===== src/sv/qtla_pkg.sv =====
`timescale 1ns / 1ps
// ----------------------------------------------------------------------------
// qtla_pkg: shared types and constants for the Q-table agent
// Payload structs, command codes, sequencer states and saturation helper.
// ----------------------------------------------------------------------------
package qtla_pkg;

   localparam int STATE_COUNT  = 1024;
   localparam int ACTION_COUNT = 8;
   localparam int STATE_W      = $clog2(STATE_COUNT);
   localparam int ACT_W        = $clog2(ACTION_COUNT);
   localparam int ADDR_W       = STATE_W + ACT_W;
   localparam int DEPTH        = STATE_COUNT * ACTION_COUNT;

   localparam logic [1:0] CSR_ALPHA    = 2'd0;
   localparam logic [1:0] CSR_DISCOUNT = 2'd1;
   localparam logic [1:0] CSR_EXPLOIT  = 2'd2;

   localparam logic [16:0] ALPHA_RST    = 17'd6554;
   localparam logic [16:0] DISCOUNT_RST = 17'd65536;
   localparam logic [15:0] EXPLOIT_RST  = 16'd58982;

   typedef enum logic [1:0] {
      CMD_WRITE  = 2'd0,
      CMD_READ   = 2'd1,
      CMD_SELECT = 2'd2,
      CMD_UPDATE = 2'd3
   } cmd_type;

   typedef struct packed {
      logic [1:0]         command;
      logic [9:0]         state;
      logic [2:0]         action;
      logic [9:0]         dest_state;
      logic signed [31:0] reward;
      logic signed [31:0] write_value;
      logic [7:0]         valid_mask;
      logic [15:0]        explore_draw;
      logic [2:0]         random_pick;
   } req_type;

   typedef struct packed {
      logic [2:0]         chosen_action;
      logic               explored;
      logic               pick_rejected;
      logic               no_valid_action;
      logic signed [31:0] q_value;
      logic signed [31:0] delta;
   } rsp_type;

   // front to back handoff
   typedef struct packed {
      logic    vld;
      cmd_type kind;
   } fq_type;

   typedef enum logic [3:0] {
      ST_IDLE,
      ST_WRITE,
      ST_READ,
      ST_READ_DATA,
      ST_SCAN,
      ST_SCAN_END,
      ST_DECIDE,
      ST_TD,
      ST_MUL2,
      ST_STEP,
      ST_WB
   } bstate_type;

   typedef struct packed {
      logic [16:0] alpha;
      logic [16:0] discount;
      logic [15:0] exploit_thresh;
   } cfg_type;

   function automatic logic signed [31:0] sat32(input logic signed [36:0] v);
      logic signed [31:0] r;
      if (v > 37'sd2147483647) begin
         r = 32'sh7fffffff;
      end else if (v < -37'sd2147483648) begin
         r = 32'sh80000000;
      end else begin
         r = v[31:0];
      end
      return r;
   endfunction

endpackage


===== src/sv/qtla_front.sv =====
`timescale 1ns / 1ps
// ----------------------------------------------------------------------------
// qtla_front: request intake
// Two-entry word queue; classifies each command for the back end.
// ----------------------------------------------------------------------------
module qtla_front import qtla_pkg::*; (
   input  logic    clock,
   input  logic    reset,
   input  logic    req_push,
   output logic    req_full,
   input  req_type req_item,
   output fq_type  fq_info,
   output req_type fq_item,
   input  logic    fq_take
);

   req_type    mem_ff [2];
   cmd_type    kind_ff [2];
   logic       wptr_ff, wptr_in;
   logic       rptr_ff, rptr_in;
   logic [1:0] cnt_ff, cnt_in;
   logic       do_push, do_pop;
   cmd_type    kind_in;

   assign req_full = (cnt_ff == 2'd2);
   assign do_push  = req_push && !req_full;
   assign do_pop   = fq_take && (cnt_ff != 2'd0);

   always_comb begin
      case (req_item.command)
         CMD_WRITE:  kind_in = CMD_WRITE;
         CMD_READ:   kind_in = CMD_READ;
         CMD_SELECT: kind_in = CMD_SELECT;
         default:    kind_in = CMD_UPDATE;
      endcase
   end

   always_comb begin
      wptr_in = do_push ? ~wptr_ff : wptr_ff;
      rptr_in = do_pop ? ~rptr_ff : rptr_ff;
      cnt_in  = cnt_ff + {1'b0, do_push} - {1'b0, do_pop};
   end

   always_ff @(posedge clock) begin
      if (reset) begin
         wptr_ff <= 1'b0;
         rptr_ff <= 1'b0;
         cnt_ff  <= 2'd0;
      end else begin
         wptr_ff <= wptr_in;
         rptr_ff <= rptr_in;
         cnt_ff  <= cnt_in;
      end
   end

   always_ff @(posedge clock) begin
      if (do_push) begin
         mem_ff[wptr_ff]  <= req_item;
         kind_ff[wptr_ff] <= kind_in;
      end
   end

   assign fq_info.vld  = (cnt_ff != 2'd0);
   assign fq_info.kind = kind_ff[rptr_ff];
   assign fq_item      = mem_ff[rptr_ff];

endmodule


===== config.mk =====
export PLATFORM = sky130hd
export DESIGN_NAME = qtla_front
export DESIGN_NICKNAME = d
export VERILOG_FILES = /design/src/sv/qtla_pkg.sv /design/src/sv/qtla_front.sv
export SDC_FILE = /design/constraint.sdc
export NUM_CORES = 1
export LEC_CHECK = 0
export BUFFER_PORTS_ARGS = -buffer_cell sky130_fd_sc_hd__buf_2
export CORE_MARGIN = 2
export CORE_UTILIZATION = 56
export DETAILED_ROUTE_END_ITERATION = 16
export PLACE_DENSITY = 0.94
export SYNTH_ARGS = -nofsm -noshare
export SYNTH_HDL_FRONTEND = slang
export SYNTH_SLANG_ARGS = --single-unit
export TNS_END_PERCENT = 5

===== constraint.sdc =====
create_clock -name clock -period 8.7 [get_ports clock]
set_input_delay 0 -clock clock [delete_from_list [all_inputs] [get_ports clock]]
set_output_delay 0 -clock clock [all_outputs]
set_load 0.005 [all_outputs]

Yosys cells after proc, flatten, opt, wreduce, memory -nomap -nowiden

Memory sizes are Yosys's and may differ from the RTL's. A register that Yosys moved wholly into a read port is not among the register bits.
Index checks and enable logic that the tools add are counted.

Memories: 2
Memory bits (read-only): 0
Register bits: 4
Bits in writable memories: 236
Output and inout bits: 120
Bits in latches: 0
Word-level logic and storage cells: 24
Input port bits: 120

Memories:

| memory  | words | width | rd ports | clocked after Yosys merged registers in | write ports | line             | text |
|---|---|---|---|---|---|---|---|
| mem_ff  | 2     | 116   | 1        | 1                                       | 1           | qtla_front.sv:17 | `req_type mem_ff [2];` |
| kind_ff | 2     | 2     | 1        | 1                                       | 1           | qtla_front.sv:18 | `cmd_type kind_ff [2];` |

Order comparisons: 0
Add/subtract/negate cells: 2
Eq/ne operators: 3
Multipliers: 0
Reductions and logical operators: 5
Bitwise operators: 2
Div/mod/pow operators: 0
Mux-type cells: 7
Shifts and indexed selects: 0

Operators by type and width:

| operator             | count |
|---|---|
| $mux W1              | 6 |
| $pmux W2 S3          | 1 |
| $eq A2 B2 Y1 const B | 2 |
| $add A2 B1 Y2        | 1 |
| $eq A2 B1 Y1 const B | 1 |
| $logic_and A1 B1 Y1  | 2 |
| $logic_not A2 Y1     | 1 |
| $not A1 Y1           | 2 |
| $reduce_bool A2 Y1   | 1 |
| $sub A2 B1 Y2        | 1 |
| $logic_not A1 Y1     | 1 |

Longest topological paths before layout

Depth after elaboration: 5
Depth in mapped cells: 8
Gate-level depth less buffers: 8

Worst setup path after synthesis

No wires, ideal clock.

Kind: register -> register
Start: register cnt_ff[0]
End: memory kind_ff[1][0] (netlist bit) (enable)
Path buffers: 0
Arrival: 3.237 ns
Data required time: 8.209 ns
Stages on the path, launching flop included: 3
Slack: 4.971 ns
Cell sequence: dfxtp_1 > nand2b_2 > and3_1

Longest elaborated chain between the ends: 5

RTL lines:

| what                          | line             | text |
|---|---|---|
| start: declaration            | qtla_front.sv:21 | `logic [1:0] cnt_ff, cnt_in;` |
| start signal: assignment      | qtla_front.sv:52 | `cnt_ff <= cnt_in;` |
| $eq A2 B2 Y1                  | qtla_front.sv:25 | `assign req_full = (cnt_ff == 2'd2);` |
| $logic_not A1 Y1              | qtla_front.sv:26 | `assign do_push = req_push && !req_full;` |
| $logic_and A1 B1 Y1           | qtla_front.sv:26 |  |
| $mux W1                       | qtla_front.sv:57 | `if (do_push) begin` |
| $mux W1 (not written as such) | qtla_front.sv:59 | `kind_ff[wptr_ff] <= kind_in;` |
| end: declaration              | qtla_front.sv:18 |  |

No other way between the ends.

Worst setup path in the final report

Start: register cnt_ff[0]
End: memory mem_ff[0][85] (netlist bit) (enable)

Longest elaborated chain between the ends: 5

RTL lines:

| what                          | line             | text |
|---|---|---|
| $eq A2 B2 Y1                  | qtla_front.sv:25 |  |
| $logic_not A1 Y1              | qtla_front.sv:26 |  |
| $logic_and A1 B1 Y1           | qtla_front.sv:26 |  |
| $mux W1                       | qtla_front.sv:57 |  |
| $mux W1 (not written as such) | qtla_front.sv:58 | `mem_ff[wptr_ff] <= req_item;` |
| end: declaration              | qtla_front.sv:17 |  |

No other way between the ends.

==> results.toml <==
[timing]
skew_ns = 0.00697
rsz0062_at_grt = "false"
final_hold_viol_count = 0
slew_violations = 0
fmax_ghz = 0.354
final.min_clock_period_ns = 2.83
setup_viol = 0
relSlewSlack = 0.358
worst_pin_slew_ns = 0.963
fin_crit_sh = 0.325
setup-tns-final_ns = 0

[worst_setup_path]
cp-end-kind = "flop"
critPathKind = "flop to flop"
arrival_ns = 2.95
slowest_stage = "buf_4"
cp_cell_sequence = "nand2b_2 > inv_1 > or3_1 > inv_4 > buf_4"
cp_top_family = "buffers and inverters"
worst-path-max-fanout = 61
required_ns = 8.82
slowest_delay_ns = 0.76
cp-start-kind = "flop"
worstPathBufferInverterCount = 3

[clocking]
insertion_delay_ns = 0.50
cts.sinks = 241
cts_hold_buf = 120
max-clock-path-buffers = 3
cts_buffers = 24
clkTransAtPathRegs_ns = 0.06
cts-root-buf = "clkbuf_16"
cts_max_level = 1
post_cts_resized = 0
cts_tree = "done"
cts_setup_buffers = 0

[synthesis]
yosys-top-cells-count = "236 x edfxtp_1, 98 x mux2_2, 20 x mux2_4, 9 x buf_2, 5 x dfxtp_1"
synth_edf_count = 236
synth_most_common_cell = "edfxtp_1"
async_reset_ff_frac = 0
synth-xor-area-share = 0.00199
synth_compound_area_frac = 0.00199
synthMuxAreaShare = 0.159
synth_cell_types = 23
yosys.area_share.simple = 0.00681
syn_avg_cell_area_um2 = 22.3
synth_top_family_by_area = "multiplexers"
yosysTopAreaCellShare = 0.803
synthAdderAreaFrac = 0.00284
syn_inst = 396
ys_ff_latch = 241
netlist_top_cells_area = "edfxtp_1 80%, mux2_2 13%, mux2_4 3.4%"
syn_nets = 518
synth_area_um2 = 8820
synth_warnings = 0
yosysSeqAreaShare = 0.815
synth_ff_type = "edfxtp_1"
synth_area_leader_cell = "edfxtp_1"

[floorplan]
initial_core_util = 0.576
die_height_um = 130
die-area_um2 = 16800
core_um2 = 15300
fp.dieW_um = 130
rows = 45
ioPinCount = 240

[finish]
nets = 891
antenna_cells = 0
fillerInstances = 785
utilization = 0.797
drive_gt1_frac = 0.507
area_delta_synth_final_pct = 38.4
design_area_um2 = 12200

[grt]
grt_remaining_overflow = 0
grt_pass1_vias = 5634
grt_util_all_layers = 0.236
antenna_found_initial = 0
grt_pass1_wl_um = 29600
grt_max_degree = 68

[routing]
vias = 5188
ant_nets = 0
dr.pass1.iters = 6
routed-wl-met2_um = 11200
top_layer_used = "met4"
wl_met3_um = 1250
drc = 0
met1_length_um = 7170
wirelength_um = 20300
drt_iter0_drc = 370
routedWlPerCell_um = 20.3
viasPerCell = 5.20

[pwr]
powerDensity_nw_per_um2 = 277
irDropWorstVdd_mv = 0.302
p_leak_nw = 4.68

[run]
maxCapViolCount = 0

[worst_hold_path]
min_path_type = "primary input to flop"

[place]
portBuffers = 239
dp_hpwl_um = 10700
placed_area_um2 = 10200
routabilityCongestion = 0.755

[outcome]
outcome = "complete, no violations"
-- flip-flops by register name, indices dropped and copies added, names as in the netlist, named ones only --
signal and flops:
mem_ff 232, kind_ff 4, cnt_ff 2, rptr_ff 1, wptr_ff 1
-- cells in the final DEF, fill, tap and decap left out, drive strengths merged, types with 2 or more instances in the layout --
master	instances
clkbuf	28
dfxtp	5
edfxtp	236
dlygate4sd3	120
clkinv	11
mux2	118
inv	5
bufinv	3
nor2	3
buf	242
ha	2
-- area by class of cell --
type                            count  area, um^2  share of cell area
Clock buffer                       28         637              0.0522
Tap cell                          211         264              0.0216
Multi-Input combinational cell    136        1530               0.125
Clock inverter                     16         153              0.0125
Inverter                            4        17.5             0.00143
Timing Repair Buffer              362        2420               0.198
Sequential cell                   241        7190               0.589
-- routing by layer --
| metal | track usage | vias to the layer above |
|---|---|---|
| met5 | 0 | - |
| met4 | 0.0854 | 0 |
| met3 | 0.0454 | 58 |
| met2 | 0.454 | 239 |
| met1 | 0.259 | 2577 |
| li1 | - | 2314 |
-- path summary, 6_finish.rpt --
path / startpoint / to / slack [ns] / cells after the start
worst min-delay path: req_item[53] / mem_ff[0][53] / 0.22 / 2
worst max register to register: cnt_ff[0] / mem_ff[0][85] / 5.87 / 5
worst min register to register: wptr_ff / wptr_ff / 0.57 / 2
worst max-delay path: cnt_ff[0] / mem_ff[0][85] / 5.87 / 5
-- kinds of logic after synthesis --
kind of cell    Yosys count
compound gates            3
xor+xnor                  2
fa+ha+maj                 2
buf+inv                  19
flops                   241
mux                     118
simple gates             11
-- through the flow --
stage | hold slack [ns] | total power (W) | worst slack [ns] | instances
5_1_grt | 0.218 | 0.00353 | 5.72 | 998
6_report | 0.221 | 0.00339 | 5.87 | 998
4_1_cts | 0.205 | 0.00337 | 5.87 | 998
3_5_place_dp | 0.192 | 0.00231 | 5.95 | 834
3_3_place_gp | 0.188 | 0.00227 | 6.11 | 834
2_1_floorplan | 0.0691 | 0.00202 | 4.97 | 396
-- worst register-to-register path: cells and delay by family, from the launching register on --
kind,cells,cell delay (ns)
flops,1,0.40
simple gates,2,0.56
buf+inv,3,1.45
-- where the power goes --
group          internal (W)  switching (W)  total, W  leakage, nW
Sequential          0.00148      0.0000844   0.00157         2.25
Clock              0.000612       0.000417   0.00103        0.385
Combinational      0.000424       0.000368  0.000792         2.04
(Power assumes the default switching activity.)
